[config.mk]
export PLATFORM = sky130hd
export DESIGN_NAME = ascii_frame_sum8_checker_unit
export DESIGN_NICKNAME = d
export VERILOG_FILES = /design/src/design/afs8_pkg.sv /design/src/design/ascii_frame_sum8_checker_unit.sv /design/src/design/afs8_input_stage.sv /design/src/design/afs8_frame_core.sv /design/src/design/afs8_output_stage.sv
export SDC_FILE = /design/constraint.sdc
export NUM_CORES = 1
export LEC_CHECK = 0
export BUFFER_PORTS_ARGS = -buffer_cell sky130_fd_sc_hd__buf_2
export CAP_MARGIN = 0
export CORE_ASPECT_RATIO = 0.75
export CORE_MARGIN = 2
export CORE_UTILIZATION = 60
export CTS_CLUSTER_SIZE = 10
export DETAILED_ROUTE_END_ITERATION = 7
export PLACE_DENSITY_LB_ADDON = 0.15
export SLEW_MARGIN = 20
export SYNTH_ARGS = -nofsm -noshare
export SYNTH_HDL_FRONTEND = slang
export SYNTH_SLANG_ARGS = --single-unit
[constraint.sdc]
create_clock -name clk -period 6.35 [get_ports clk]
set_input_delay 0.3175 -clock clk [delete_from_list [all_inputs] [get_ports clk]]
set_output_delay 0.3175 -clock clk [all_outputs]
set_load 0.02 [all_outputs]
[src/design/afs8_pkg.sv]
// ----------------------------------------------------------------------------
// afs8_pkg
// shared types and character codes of the ascii frame sum8 checker
// ----------------------------------------------------------------------------
`timescale 1ns / 1ps

package afs8_pkg;

    localparam logic [7:0] CHAR_LT    = 8'h3C;  // '<'
    localparam logic [7:0] CHAR_GT    = 8'h3E;  // '>'
    localparam logic [7:0] CHAR_SEMI  = 8'h3B;  // ';'
    localparam logic [7:0] CHAR_PLUS  = 8'h2B;  // '+'
    localparam logic [7:0] CHAR_MINUS = 8'h2D;  // '-'
    localparam logic [7:0] CHAR_ZERO  = 8'h30;  // '0'
    localparam logic [7:0] CHAR_NINE  = 8'h39;  // '9'

    // largest magnitude still tracked (2^31)
    localparam logic [35:0] VALUE_LIMIT = 36'h0_8000_0000;

    localparam int BYTE_W  = 8;
    localparam int VALUE_W = 32;
    localparam int TDATA_W = 24;

    typedef enum logic [1:0] {
        STATUS_OK          = 2'd0,
        STATUS_FIELD_COUNT = 2'd1,
        STATUS_NOT_NUMERIC = 2'd2,
        STATUS_MISMATCH    = 2'd3
    } status_t;

    typedef struct packed {
        logic sign;
        logic digit;
        logic bad;
        logic ovf;
        logic neg;
    } field_flags_t;

    typedef struct packed {
        logic [BYTE_W-1:0] received_sum;
        logic [BYTE_W-1:0] computed_sum;
        logic              accepted;
        status_t           status;
    } result_t;

endpackage

[src/design/ascii_frame_sum8_checker_unit.sv]
// ----------------------------------------------------------------------------
// ascii_frame_sum8_checker_unit
// checks '<' ... '>' text frames: separator count, decimal checksum field
// and the 8-bit byte sum of everything before the last separator
// ----------------------------------------------------------------------------
//
//  channel   dir   tdata bits (low to high)                      item
//  s_axis    in    rx_byte[7:0]                                   one character
//  m_axis    out   status[1:0] accepted[2] computed_sum[10:3]     one frame report
//                  received_sum[18:11], zero pad [23:19]
//  cfg       in    cfg_wdata = accept_mismatch                    register write
//
//  one item per cycle in while the result register can take a report; each
//  byte is held in the input register and folded into the frame state when
//  the core moves it; a closing '>' loads the result register on that edge,
//  where its report waits as valid until the sink takes it
//  rst_n clears frame state, valid flags and accept_mismatch
//  a full result register that is not drained stalls the input side
// ----------------------------------------------------------------------------
`timescale 1ns / 1ps

module ascii_frame_sum8_checker_unit
    import afs8_pkg::*;
#(
    parameter int FIELD_COUNT = 24
)
(
    input  logic               clk,
    input  logic               rst_n,
    // input stream: rx_byte[7:0]
    input  logic               s_tvalid,
    output logic               s_tready,
    input  logic [BYTE_W-1:0]  s_tdata,
    // output stream: status[1:0], accepted[2], computed_sum[10:3],
    // received_sum[18:11], zeros above
    output logic               m_tvalid,
    input  logic               m_tready,
    output logic [TDATA_W-1:0] m_tdata,
    // configuration: accept_mismatch
    input  logic               cfg_we,
    input  logic               cfg_wdata
);

    logic              accept_mismatch_reg;
    logic              accept_mismatch_next;
    logic              byte_vld;
    logic [BYTE_W-1:0] byte_q;
    logic              advance;
    logic              res_vld;
    result_t           result;

    // debug mode register: accept frames whose checksum disagrees
    always_comb
    begin
        accept_mismatch_next = accept_mismatch_reg;
        if (cfg_we)
        begin
            accept_mismatch_next = cfg_wdata;
        end
    end

    always_ff @(posedge clk or negedge rst_n)
    begin
        if (!rst_n)
        begin
            accept_mismatch_reg <= 1'b0;
        end
        else
        begin
            accept_mismatch_reg <= accept_mismatch_next;
        end
    end

    // the core moves one byte whenever the result register can take a report
    assign advance = byte_vld && (!m_tvalid || m_tready);

    afs8_input_stage u_input_stage (
        .clk      (clk),
        .rst_n    (rst_n),
        .s_tvalid (s_tvalid),
        .s_tready (s_tready),
        .s_byte   (s_tdata),
        .advance  (advance),
        .byte_vld (byte_vld),
        .byte_out (byte_q)
    );

    afs8_frame_core #(
        .FIELD_COUNT (FIELD_COUNT)
    ) u_frame_core (
        .clk             (clk),
        .rst_n           (rst_n),
        .advance         (advance),
        .rx_byte         (byte_q),
        .accept_mismatch (accept_mismatch_reg),
        .res_vld         (res_vld),
        .result          (result)
    );

    afs8_output_stage u_output_stage (
        .clk      (clk),
        .rst_n    (rst_n),
        .load     (res_vld),
        .result   (result),
        .m_tvalid (m_tvalid),
        .m_tready (m_tready),
        .m_tdata  (m_tdata)
    );

endmodule

[src/design/afs8_input_stage.sv]
// ----------------------------------------------------------------------------
// afs8_input_stage
// input register for received bytes, freed when the core takes the item
// ----------------------------------------------------------------------------
`timescale 1ns / 1ps

module afs8_input_stage
    import afs8_pkg::*;
(
    input  logic              clk,
    input  logic              rst_n,
    input  logic              s_tvalid,
    output logic              s_tready,
    input  logic [BYTE_W-1:0] s_byte,
    input  logic              advance,
    output logic              byte_vld,
    output logic [BYTE_W-1:0] byte_out
);

    logic              vld_reg;
    logic              vld_next;
    logic [BYTE_W-1:0] byte_reg;

    assign s_tready = !vld_reg || advance;

    always_comb
    begin
        vld_next = vld_reg;
        if (s_tready)
        begin
            vld_next = s_tvalid;
        end
    end

    always_ff @(posedge clk or negedge rst_n)
    begin
        if (!rst_n)
        begin
            vld_reg <= 1'b0;
        end
        else
        begin
            vld_reg <= vld_next;
        end
    end

    always_ff @(posedge clk)
    begin
        if (s_tvalid && s_tready)
        begin
            byte_reg <= s_byte;
        end
    end

    assign byte_vld = vld_reg;
    assign byte_out = byte_reg;

endmodule

[src/design/afs8_frame_core.sv]
// ----------------------------------------------------------------------------
// afs8_frame_core
// frame state, running sum, separator count and checksum field parser
// ----------------------------------------------------------------------------
`timescale 1ns / 1ps

module afs8_frame_core
    import afs8_pkg::*;
#(
    parameter int FIELD_COUNT = 24
)
(
    input  logic              clk,
    input  logic              rst_n,
    input  logic              advance,
    input  logic [BYTE_W-1:0] rx_byte,
    input  logic              accept_mismatch,
    output logic              res_vld,
    output result_t           result
);

    localparam int CNT_W = $clog2(FIELD_COUNT + 1);
    localparam logic [CNT_W-1:0] CNT_SAT  = CNT_W'(FIELD_COUNT);
    localparam logic [CNT_W-1:0] CNT_NEED = CNT_W'(FIELD_COUNT - 1);

    logic               in_frame_reg,  in_frame_next;
    logic [BYTE_W-1:0]  run_sum_reg,   run_sum_next;
    logic [BYTE_W-1:0]  sep_sum_reg,   sep_sum_next;
    logic [CNT_W-1:0]   sep_cnt_reg,   sep_cnt_next;
    logic [VALUE_W-1:0] value_reg,     value_next;
    field_flags_t       flags_reg,     flags_next;

    logic               is_digit;
    logic [3:0]         digit;
    logic [35:0]        value_x10;
    logic               num_ok;
    logic [BYTE_W-1:0]  recv;

    assign is_digit  = (rx_byte >= CHAR_ZERO) && (rx_byte <= CHAR_NINE);
    assign digit     = 4'(rx_byte - CHAR_ZERO);
    // value * 10 + digit as two shifted copies
    assign value_x10 = {1'b0, value_reg, 3'b000} + {3'b000, value_reg, 1'b0}
                     + {32'd0, digit};

    always_comb
    begin
        in_frame_next = in_frame_reg;
        run_sum_next  = run_sum_reg;
        sep_sum_next  = sep_sum_reg;
        sep_cnt_next  = sep_cnt_reg;
        value_next    = value_reg;
        flags_next    = flags_reg;
        res_vld       = 1'b0;
        if (advance)
        begin
            if (!in_frame_reg)
            begin
                if (rx_byte == CHAR_LT)
                begin
                    in_frame_next = 1'b1;
                    run_sum_next  = '0;
                    sep_sum_next  = '0;
                    sep_cnt_next  = '0;
                    value_next    = '0;
                    flags_next    = '0;
                end
            end
            else if (rx_byte != CHAR_GT)
            begin
                if (rx_byte == CHAR_SEMI)
                begin
                    sep_sum_next = run_sum_reg;
                    if (sep_cnt_reg < CNT_SAT)
                    begin
                        sep_cnt_next = sep_cnt_reg + 1'b1;
                    end
                    value_next = '0;
                    flags_next = '0;
                end
                else if (is_digit)
                begin
                    flags_next.digit = 1'b1;
                    if (!flags_reg.ovf)
                    begin
                        if (value_x10 > VALUE_LIMIT)
                        begin
                            flags_next.ovf = 1'b1;
                        end
                        else
                        begin
                            value_next = value_x10[VALUE_W-1:0];
                        end
                    end
                end
                else if ((rx_byte == CHAR_PLUS || rx_byte == CHAR_MINUS)
                         && !flags_reg.sign && !flags_reg.digit)
                begin
                    flags_next.sign = 1'b1;
                    flags_next.neg  = (rx_byte == CHAR_MINUS);
                end
                else
                begin
                    flags_next.bad = 1'b1;
                end
                run_sum_next = run_sum_reg + rx_byte;
            end
            else
            begin
                // closing byte: report and leave the frame
                res_vld       = 1'b1;
                in_frame_next = 1'b0;
                run_sum_next  = '0;
                sep_sum_next  = '0;
                sep_cnt_next  = '0;
                value_next    = '0;
                flags_next    = '0;
            end
        end
    end

    // positive values stop at 2^31 - 1, negative ones reach -2^31
    assign num_ok = flags_reg.digit && !flags_reg.bad && !flags_reg.ovf
                  && !(!flags_reg.neg && value_reg[VALUE_W-1]);
    assign recv   = flags_reg.neg ? (8'h00 - value_reg[BYTE_W-1:0])
                                  : value_reg[BYTE_W-1:0];

    always_comb
    begin
        result.status       = STATUS_OK;
        result.accepted     = 1'b0;
        result.computed_sum = '0;
        result.received_sum = '0;
        if (sep_cnt_reg != CNT_NEED)
        begin
            result.status = STATUS_FIELD_COUNT;
        end
        else
        begin
            result.computed_sum = sep_sum_reg;
            if (!num_ok)
            begin
                result.status = STATUS_NOT_NUMERIC;
            end
            else
            begin
                result.received_sum = recv;
                if (recv == sep_sum_reg)
                begin
                    result.status   = STATUS_OK;
                    result.accepted = 1'b1;
                end
                else
                begin
                    result.status   = STATUS_MISMATCH;
                    result.accepted = accept_mismatch;
                end
            end
        end
    end

    always_ff @(posedge clk or negedge rst_n)
    begin
        if (!rst_n)
        begin
            in_frame_reg <= 1'b0;
            run_sum_reg  <= '0;
            sep_sum_reg  <= '0;
            sep_cnt_reg  <= '0;
            value_reg    <= '0;
            flags_reg    <= '0;
        end
        else
        begin
            in_frame_reg <= in_frame_next;
            run_sum_reg  <= run_sum_next;
            sep_sum_reg  <= sep_sum_next;
            sep_cnt_reg  <= sep_cnt_next;
            value_reg    <= value_next;
            flags_reg    <= flags_next;
        end
    end

endmodule

[src/design/afs8_output_stage.sv]
// ----------------------------------------------------------------------------
// afs8_output_stage
// result register holding one frame report until the sink takes it
// ----------------------------------------------------------------------------
`timescale 1ns / 1ps

module afs8_output_stage
    import afs8_pkg::*;
(
    input  logic               clk,
    input  logic               rst_n,
    input  logic               load,
    input  result_t            result,
    output logic               m_tvalid,
    input  logic               m_tready,
    output logic [TDATA_W-1:0] m_tdata
);

    logic    vld_reg;
    logic    vld_next;
    result_t res_reg;

    always_comb
    begin
        vld_next = vld_reg;
        if (load)
        begin
            vld_next = 1'b1;
        end
        else if (m_tready)
        begin
            vld_next = 1'b0;
        end
    end

    always_ff @(posedge clk or negedge rst_n)
    begin
        if (!rst_n)
        begin
            vld_reg <= 1'b0;
        end
        else
        begin
            vld_reg <= vld_next;
        end
    end

    always_ff @(posedge clk)
    begin
        if (load)
        begin
            res_reg <= result;
        end
    end

    assign m_tvalid = vld_reg;
    assign m_tdata  = {{(TDATA_W - $bits(result_t)){1'b0}}, res_reg};

endmodule

; ---- Word-level counts from Yosys, hierarchy flattened
; Index checks and enable logic that the tools add are counted.
[word_totals]
regBits = 89
wordCells = 116
[classes]
addsub = 6
n_lt_le_gt_ge = 4
eq_ne = 15
muxes = 42
n_bitwise = 1
n_reduce_logical = 30
[ops]
columns = cell, count
row1 = $mux W32, 7
row2 = $mux W8, 7
row3 = $mux W5, 8
row4 = $add A35 B33 Y36, 1
row5 = $add A36 B4 Y36, 1
row6 = $gt A36 B32 Y1 const B, 1
row7 = $eq A8 B6 Y1 const B, 4
row8 = $ne A4 B4 Y1 const B, 6
row9 = $mux W1, 18
row10 = $reduce_and A4 Y1, 3
row11 = $logic_and A1 B1 Y1, 9
row12 = $add A8 B8 Y8, 1
row13 = $eq A8 B8 Y1, 1
row14 = $ge A8 B6 Y1 const B, 1
row15 = $le A8 B6 Y1 const B, 1
row16 = $logic_not A1 Y1, 8
row17 = $ne A8 B6 Y1 const B, 1
row18 = $sub A1 B8 Y8 const A, 1
row19 = $ne A3 B3 Y1 const B, 2
row20 = $reduce_and A3 Y1, 2
row21 = $add A5 B1 Y5 const B, 1
row22 = $lt A5 B5 Y1 const B, 1
row23 = $ne A5 B5 Y1 const B, 1
row24 = $reduce_and A5 Y1, 1
row25 = 8 further kinds, 11

; ---- Longest topological paths before layout
; Gate-level depths: netlist of run 1.
[depth]
depth_word = 9
mapped_depth = 16
mapped_depth_nobuf = 14

; ---- Cells and area by module
; From an unflattened synthesis of run 1, not the netlist that was laid out.
[hier_totals]
cells_unflattened = 709
hier_area_um2 = 6692.7
[modules_own_cells]
columns = module, n_inst, cells_per_inst, area_per_inst_um2, seq_area_each_um2
row1 = afs8_frame_core, 1, 665, 5699.2, 1476.4
row2 = afs8_output_stage, 1, 28, 648.1, 595.6
row3 = afs8_input_stage, 1, 12, 294.0, 265.3
row4 = ascii_frame_sum8_checker_unit, 1, 4, 51.3, 25.0

; ---- Least setup slack after synthesis of run 1
; No wires, ideal clock.
[synth_path]
path_kind = flip-flop to flip-flop
start = reg u_input_stage.byte_reg[3], in the netlist u_input_stage.byte_out[3]
end = reg u_frame_core.value_reg[11]
arrival_time_ns = 4.395
t_required_ns = 6.225
setup_slack_ns = 1.830
path_stages_with_launch = 17
synth_period_minus_slack_ns = 4.520
cell_sequence = edfxtp_1 -> inv_1 -> fa_1 -> inv_1 -> ha_1 -> a211oi_2 -> o211ai_2 -> a21o_1 -> a222oi_1 -> and4b_1 -> nand4_1 -> or4b_1 -> or4_1 -> a2111o_1 -> buf_6 -> buf_6 -> mux2_4
[synth_via]
elab_chain_cells = 8
word_cells_on_any_way = 20
classes_between = add/sub: 2 / order compare: 3 / eq/ne: 6 / mux: 6 / reduce/logical: 3
[synth_lines]
columns = item, line
row1 = "start, declared", afs8_input_stage.sv:22  ; logic [BYTE_W-1:0] byte_reg;
row2 = "start signal, assigned", afs8_input_stage.sv:51  ; byte_reg <= s_byte;
row3 = "parallel branches: the longest is 8 deep, another holds $add A36 B4 Y36", --
row4 = "end signal, assigned", afs8_frame_core.sv:178  ; value_reg <= value_next;
row5 = "end, declared", afs8_frame_core.sv:30  ; logic [VALUE_W-1:0] value_reg, value_next;
; Several ways; the timed one is not identified. The select of a mux whose other input is x is not followed.
; A chain may end at the register's enable or synchronous reset.

; ---- Final worst setup path of run 1
[layout_path]
start = reg u_input_stage.byte_reg[3], in the netlist u_input_stage.byte_out[3]
end = reg u_frame_core.value_reg[5]
; The elaborated chain is that of the path after synthesis.

==> results of run 1 <==
cells by family after synthesis:
group	count (synthesis)	synth area share, %
AOI/OAI and AO/OA	171	17.5
xor gates and xnor gates	37	4.89
adders and majority gates	75	14.5
buffers and inverters	53	3.68
DFF	89	35.7
muxes	38	7.08
other	1	0.0566
and+or+nand+nor	230	16.6
layout make-up:
| type | count | area (µm²) | share of cell area [%] |
|---|---|---|---|
| Multi-Input combinational cell | 556 | 4040 | 56.4 |
| Sequential cell | 89 | 2360 | 33.0 |
| Clock buffer | 9 | 225 | 3.15 |
| Timing Repair Buffer | 38 | 200 | 2.80 |
| Tap cell | 140 | 175 | 2.45 |
| Inverter | 26 | 97.6 | 1.36 |
| Clock inverter | 7 | 60.1 | 0.839 |
through the flow:
| step | utilization, % | worst slack [ns] |
|---|---|---|
| 3_5_place_dp | 63.3 | 1.09 |
| 5_1_grt | 65.9 | 0.789 |
| 3_3_place_gp | 63.3 | 1.21 |
| 4_1_cts | 65.9 | 1.04 |
| 2_1_floorplan | - | 1.83 |
| 6_report | 65.9 | 1.04 |
power by group through the flow:
stage / registers [µW] / logic (µW) / clock network, µW
floorplan: 743 / 689 / 0
global placement: 770 / 837 / 0
detailed placement: 775 / 866 / 0
CTS: 765 / 877 / 529
global route: 780 / 997 / 550
finish: 770 / 887 / 521
metal layers:
layer,part of all wire (%),vias up,GRT usage (%)
met4,0.94,0,7.41
li1,-,2587,-
met2,42,204,41.6
met1,50,2629,43.3
met5,0,-,0
met3,6.9,14,4.42
worst max path at each step:
stage,from,endpoint,slack [ns],cells after the start
6_report,u_input_stage.byte_out[3],u_frame_core.value_reg[5],1.04,14
5_1_grt,u_input_stage.byte_out[3],u_frame_core.value_reg[5],0.79,14
4_1_cts,u_input_stage.byte_out[3],u_frame_core.value_reg[5],1.04,14
3_5_place_dp,u_input_stage.byte_out[3],u_frame_core.value_reg[4],1.09,14
3_3_place_gp,u_input_stage.byte_out[3],u_frame_core.value_reg[5],1.21,14
2_1_floorplan,u_input_stage.byte_out[3],u_frame_core.value_reg[11],1.83,16
critical path: cells and delay by family (launching register included):
family                     cells  cell delay, ns
DFF                            1            0.41
muxes                          1            0.46
and+or+nand+nor                4            1.31
adders and majority gates      2            0.93
AOI/OAI and AO/OA              5            1.87
buffers and inverters          2            0.20
cell usage in the layout (no fill, tap or decap), types with 13 or more instances in the layout:
cell type / n
sky130_fd_sc_hd__dfrtp_1: 62
sky130_fd_sc_hd__edfxtp_1: 27
sky130_fd_sc_hd__ha_1: 72
sky130_fd_sc_hd__buf_2: 34
sky130_fd_sc_hd__inv_1: 26
sky130_fd_sc_hd__mux2i_1: 15
sky130_fd_sc_hd__nand3_1: 31
sky130_fd_sc_hd__nor2_1: 61
sky130_fd_sc_hd__xor2_1: 16
sky130_fd_sc_hd__o21ai_0: 35
sky130_fd_sc_hd__a21o_1: 13
sky130_fd_sc_hd__xnor2_1: 21
sky130_fd_sc_hd__nand2_1: 66
sky130_fd_sc_hd__a21oi_1: 40
sky130_fd_sc_hd__mux2_4: 16
==> impl_summary.md, run 1 <==
Route
After detailed routing, the average wire length per cell comes to around 19 µm. The number of nets with antenna violations after routing is 0. In this run, the number of DRC markers left after iteration 0 of detailed routing was ~470.

The post-detailed-routing wire length is 16000 µm. The DRC violations left is 0. Using the TritonRoute via totals, the vias-per-cell ratio works out to about 6.3.

The detailed-route via count is approximately 5400. The first-pass iteration count of the detailed router is 6.

Placement
The count of buffers added on input and output ports is 34. The final weighted congestion in routability-driven placement is 0.920. The total placed cells including tap cells is roughly 850. Summing all placed instances gives a cell area of 6870 µm². The detailed placement HPWL is around 12000 µm.

Clock network
The clock tree buffer depth is 2. The clock root buffer is sky130_fd_sc_hd__clkbuf_16. The post-cts resize count is 0. The clock drives between 80 and 90 sinks. TritonCTS created 9 clock buffers. The deepest level of the CTS H-tree is 3. The TritonCTS clock tree is yes. Hold repair after CTS inserted 0 buffers. The count of buffers added by post-CTS timing repair for setup is 0. The latest clock arrival within the worst-skew pair is between 0.3 and 0.4 ns.

After clock tree synthesis, the clock-pin slew on the worst setup and hold paths is 0.07 ns.

Floorplan
The die extent in x is 125 µm. In this run the count of I/O pins placed on the die edge is 40. The total number of placement rows is 33. The die covers about 12000 µm². The vertical extent of the die is between 90 and 100 µm.

The initial core utilization is ~61%. After floorplanning, the core was sized to cover approximately 11000 µm².

Power and ir drop
The reported leakage power is between 0.003 and 0.004 µW. The worst vdd rail ir drop is ~0.17 mV. The switching fraction of total power is roughly two fifths. Power comes to between 2000 and 2500 µW. The net switching power is 865 µW. The combinational cell fraction of total power is 40.7%. Per report_power, the sequential group accounts for a little over a third of the total.

Power spread over the standard cell area amounts to about 300 nW/µm². The clock share of power is 23.9%. The internal portion of the total power is between 1000 and 1500 µW.

Setup path
STA classifies the critical path startpoint as a flop. The data required time of the worst path is 6.58 ns. Along the worst path, the maximum fanout reaches 33. The endpoint class of the critical path is a flop.

The endpoint identified for the worst register-to-register timing path is u_frame_core.value_reg[5]. Walking the worst path, the cells encountered are inv_1 -> fa_1 -> inv_1 -> ha_1 -> a211oi_2 -> o211ai_2 -> a21o_1 -> a222oi_1 -> and4b_1 -> nand4_1 -> or4b_1 -> or4_1 -> a2111o_2 -> mux2_1. The data arrival time of the worst path is 5.54 ns. The most prevalent standard cell on the critical path is sky130_fd_sc_hd__inv_1.

The critical path class is flop to flop. The worst-path cell with the longest stage delay is sky130_fd_sc_hd__a2111o_2. The worst register-to-register path begins at u_input_stage.byte_out[3]. In this run the register-to-register setup slack is slightly above 1 ns. The worst register-to-register path has a depth of 14.

The largest stage delay on the critical path is 0.90 ns.

Final layout
The number of flip-flops under the largest register name is 32. The finished cells cover about 7200 µm². The post-layout instance count excluding filler cells is between 800 and 900. The share of final-layout standard cells stronger than drive strength 1 is roughly 11%. At the end of the flow, the number of nets in the layout was about 810. Relative to the synthesized area, the layout overhead comes to 8.11%. Counting the fill cells in the layout gives a little under 900.

The repair_antennas step left the layout with diodes totalling 0.

Synth
The most frequently used cell type in the post-synthesis netlist is sky130_fd_sc_hd__ha_1. The cell taking the most area after synthesis is sky130_fd_sc_hd__dfrtp_1. The total standard cell area after synthesis is 6620 µm². After synthesis the netlist holds a flip-flop and latch count of 89.

The count of cell types in the netlist is 71. Sorting the synthesized cells by how often they occur yields sky130_fd_sc_hd__ha_1, sky130_fd_sc_hd__nand2_1, sky130_fd_sc_hd__dfrtp_1, sky130_fd_sc_hd__nor2_1, sky130_fd_sc_hd__a21oi_1. The top cell type's share of synthesized area is 23.4%. Counting flops with an async set or reset pin after synthesis yields a share of between 60% and 70%. The predominant post-synthesis flop cell is sky130_fd_sc_hd__dfrtp_1. The number of standard cells after synthesis is 694. In this run the mean area of a mapped cell was 9.54 µm².

Sequential cells were found to cover between 30% and 40% of the synthesized design area. The number of synthesized flops with an enable pin is 27. Yosys attributes the largest share of cell area to sky130_fd_sc_hd__dfrtp_1, sky130_fd_sc_hd__ha_1, sky130_fd_sc_hd__edfxtp_1. For this run, the number of Yosys warnings is 0.

GRT
Entering global routing, the biggest net connects 63 pins. The number of antenna violations at the first check in global routing is 0. Global routing finished with a remaining overflow of 0. The first global-routing pass estimated around 27000 µm of wire.

The via count of the first global-routing pass came to slightly above 5000. Global routing used between 20 and 30% of the available tracks.

Timing
The final-report setup violation count is 0. The final count of hold timing violations came to 0. After routing, the total negative slack on setup checks comes to 0 ns. On the final layout, the worst hold slack is roughly 0.13 ns. On the final layout, the worst clock skew is slightly below 0.009 ns. Derived from the worst setup path, the maximum achievable clock frequency is 188 MHz. The final count of pins violating max slew is 0. The remaining max-slew budget at the tightest pin is between 30% and 40%.

The measured slew at the worst slew-check pin is roughly 1 ns. Setup repair after global routing left no endpoint under its margin. The portion of the clock cycle consumed by the worst path in the final layout is a little over four fifths. For the finished layout, the period the worst path requires is roughly 5.3 ns.

Hold path
The class of the most critical hold timing path is primary input to asynchronous set/reset pin.

Job
The reported max-cap violation count is 0.

Run status
The flow ran to the end, and the final reports show no timing, DRC or antenna violations.
(Power assumes the default switching activity.)
==> run 2: changes to the inputs <==
--- a/config.mk
+++ b/config.mk
@@ -9,7 +9,7 @@
 export CAP_MARGIN = 0
 export CORE_ASPECT_RATIO = 0.75
 export CORE_MARGIN = 2
-export CORE_UTILIZATION = 60
+export CORE_UTILIZATION = 56
 export CTS_CLUSTER_SIZE = 10
 export DETAILED_ROUTE_END_ITERATION = 7
 export PLACE_DENSITY_LB_ADDON = 0.15
==> constraint.sdc (replaced) <==
create_clock -name clk -period 4.75 [get_ports clk]
set_input_delay 0.2375 -clock clk [delete_from_list [all_inputs] [get_ports clk]]
set_output_delay 0.2375 -clock clk [all_outputs]
set_load 0.02 [all_outputs]
==> run 2 against run 1 <==
Net effect: the run now ends with negative setup slack left; first-iteration DRC count increased by 20%; die area increased by 6.9%; total power increased by 40%; final cell count increased by 5.1%; highest routed layer unchanged.
==> impl_summary.md, run 2 (synthesized netlist as in run 1, its figures left out) <==
Placement
Counting tap cells, the placed design contains a total of 885 instances. The final weighted congestion in routability-driven placement is 0.925. The detailed placement HPWL is 12100 µm. The count of buffers added on input and output ports is 34.

Power and ir drop
The analysis attributes to net switching a power of 1170 µW. In this run switching power makes up 38.4% of total power. The reported leakage power is roughly 0.0037 µW. Sequential cells account for about a third of the total power. The share of total power dissipated in the clock network is 24.0%. The total power per unit cell area is approximately 410 nW/µm². Of the total power, combinational logic draws a little over two fifths. The internal cell power is about 1900 µW. The worst vdd rail ir drop is 0.237 mV.

Route
The number of nets with antenna violations after routing is 0. In this run, the number of DRC markers left after iteration 0 of detailed routing was 564. After detailed routing, the total wire length is 16200 µm. The first-pass iteration count of the detailed router is 5. The final routed wire length divided by cell count is 17.8 µm. The routed layout has around 5600 vias.

The DRC violations left is 0. The via density per instance is between 6 and 7.

GRT
The most heavily used metal layer in global routing is met1. The routing usage on met3 is roughly 4.8%. The number of antenna violations at the first check in global routing was 0. The via count of the first global-routing pass is 5253. For this run the aggregate overflow at the end of global routing stands at 0. The wire length of the first global-routing pass is about 26000 µm. In the global route stage, met1 resource usage came out at between 40% and 50%.

The met2 track utilization from global routing is 36.6%. Entering global routing, the biggest net connects 63 pins. The global routing usage summed across all routing layers is roughly a quarter.

Setup path
Along the worst path, the maximum fanout reaches 6. The critical path goes through inv_2 -> fa_1 -> buf_4 -> fa_2 -> nor2b_4 -> o31ai_4 -> a21oi_2 -> a41oi_2 -> xor2_1 -> nand4_1 -> or4b_1 -> or4_4 -> a2111o_2 -> clkbuf_16 -> mux2_4. The startpoint type of the worst setup path is a flop. For the worst setup path, the data required time is between 4 and 5 ns. The number of cells on the worst reg-to-reg path is 15.

The worst-path cell with the longest stage delay is sky130_fd_sc_hd__a2111o_2. The worst register-to-register path ends at u_frame_core.value_reg[11]. The worst reg2reg path startpoint is u_input_stage.byte_out[3]. The largest single stage delay on the critical path is 0.60 ns. The worst setup path is of the flop to flop kind. STA puts the critical path data arrival time at around 5 ns. STA classifies the critical path endpoint as a flop.

The worst register-to-register path has a setup slack of -0.09 ns.

Final layout
The count of fill cells added during filler insertion is around 980. The share of final-layout standard cells stronger than drive strength 1 is about 15%. The number of flip-flops under the largest register name is 32. The antenna cell count is 0. Leaving out fill and tap cells, the most frequent cell in the layout is sky130_fd_sc_hd__ha_1.

The library cells used most frequently in the layout, excluding fill and tap cells, are sky130_fd_sc_hd__ha_1, sky130_fd_sc_hd__nand2_1, sky130_fd_sc_hd__dfrtp_1. The number of nets in the layout is approximately 830. Excluding fillers, the count of instances in the completed layout stands at just over 900. At the end of the flow the core is filled with cells to 64.6%. The post-synthesis to final-layout area growth is 12.9%.

Floorplan
The die is roughly 98 µm tall. The die extent in x is approximately 130 µm. During I/O placement, the number of pins put on the boundary was 40. For this configuration, the core starts out at a cell density of 57.2%. The area of the placeable core is about 12000 µm². The total number of placement rows is 34. The die covers 12700 µm².

Clock network
The TritonCTS clock tree is yes. The number of CTS-inserted buffers is 9. The hold buffer count at cts is 0. The number of sinks handled by clock tree synthesis is between 80 and 90. The tree is rooted in a sky130_fd_sc_hd__clkbuf_16. After clock tree synthesis, the clock-pin slew on the worst setup and hold paths is 0.07 ns.

The clock tree buffer depth is 2. The latest clock arrival within the worst-skew pair is about 0.34 ns. The deepest level of the CTS H-tree is 3.

Timing
Setup repair after global routing could not meet its margin everywhere. For the final database, setup skew stands at 0.00798 ns. The final count of hold timing violations is 0. The portion of the clock cycle consumed by the worst path in the final layout is 102%.

The final critical delay including setup and external delays is just under 5 ns. The final-report setup violation count is 29. At the pin with the least slew margin, the transition time is slightly above 1 ns.

Static timing analysis puts the maximum clock frequency at 206 MHz. The remaining max-slew budget at the tightest pin is between 30% and 40%. The final worst slack is -0.0937 ns. The final count of pins violating max slew was 0.

Hold path
The class of the most critical hold timing path is primary input to asynchronous set/reset pin.

Run status
The checks that failed: negative setup slack. The flow ran to the end, but the final reports show violations.

Job
The reported max-cap violation count is 0.
run 2: routing by layer:
metal / up-vias / part of all wire, %
met3: 22 / 7.5
met5: - / 0
met2: 233 / 41
met1: 2671 / 51
met4: 0 / 0.91
li1: 2650 / -
run 2: repair_timing:
| item | in CTS | in global routing |
|---|---|---|
| setup endpoints to repair | 27 | 33 |
| buffers inserted | 2 | 4 |
| pin swaps | 5 | 7 |
| hold endpoints to repair | 0 | 0 |
| resized for setup | 4 | 9 |
| cloned | 1 | 1 |
run 2: critical path: cells and delay by family, from the launching register on:
kind            cells  cell delay (ns)
compound gates      4             1.11
xor+xnor            1             0.29
fa+ha+maj           2             0.84
buf+inv             3             0.49
flops               1             0.40
mux                 1             0.29
simple gates        4             1.29
run 2: area by class of cell:
| cell class | instances | area [µm²] | share of cell area [%] |
|---|---|---|---|
| multi-input cells | 556 | 4090 | 54.8 |
| well taps | 162 | 203 | 2.71 |
| repair buffers | 60 | 419 | 5.61 |
| clock inverters | 7 | 75.1 | 1.00 |
| flip-flops and latches | 89 | 2360 | 31.6 |
| inverters | 26 | 97.6 | 1.31 |
| clock buffers | 9 | 225 | 3.01 |
run 2: power groups by stage:
stage | Clock [µW] | Combinational, µW | Sequential, µW
floorplan | 0 | 921 | 994
global placement | 0 | 1170 | 1020
detailed placement | 0 | 1190 | 1030
CTS | 745 | 1220 | 1010
global route | 776 | 1460 | 1030
finish | 733 | 1310 | 1010
run 2: worst max-delay path by stage:
stage	from	to	slack, ns	cells past startpoint
5_1_grt	u_input_stage.byte_out[3]	u_frame_core.value_reg[24]	-0.21	15
3_3_place_gp	u_input_stage.byte_out[3]	u_frame_core.value_reg[3]	-0.03	14
3_5_place_dp	u_input_stage.byte_out[3]	u_frame_core.value_reg[4]	-0.11	14
2_1_floorplan	u_input_stage.byte_out[3]	u_frame_core.value_reg[11]	0.23	16
4_1_cts	u_frame_core.value_reg[0]	u_frame_core.value_reg[4]	0.01	15
6_report	u_input_stage.byte_out[3]	u_frame_core.value_reg[11]	-0.09	15
run 2: per-stage QoR:
stage                     setup TNS (ns)  hold slack, ns  worst slack, ns  total power, µW  cell area (µm²)
after floorplan                        0         -0.0581            0.230             1910             6640
after global placement            -0.390           0.413          -0.0275             2190             7020
after detailed placement           -2.15           0.417           -0.105             2220             7020
after CTS                              0          0.0547           0.0115             2970             7370
after global routing               -5.67          0.0482           -0.210             3270             7480
final                              -1.84          0.0625          -0.0937             3060             7480
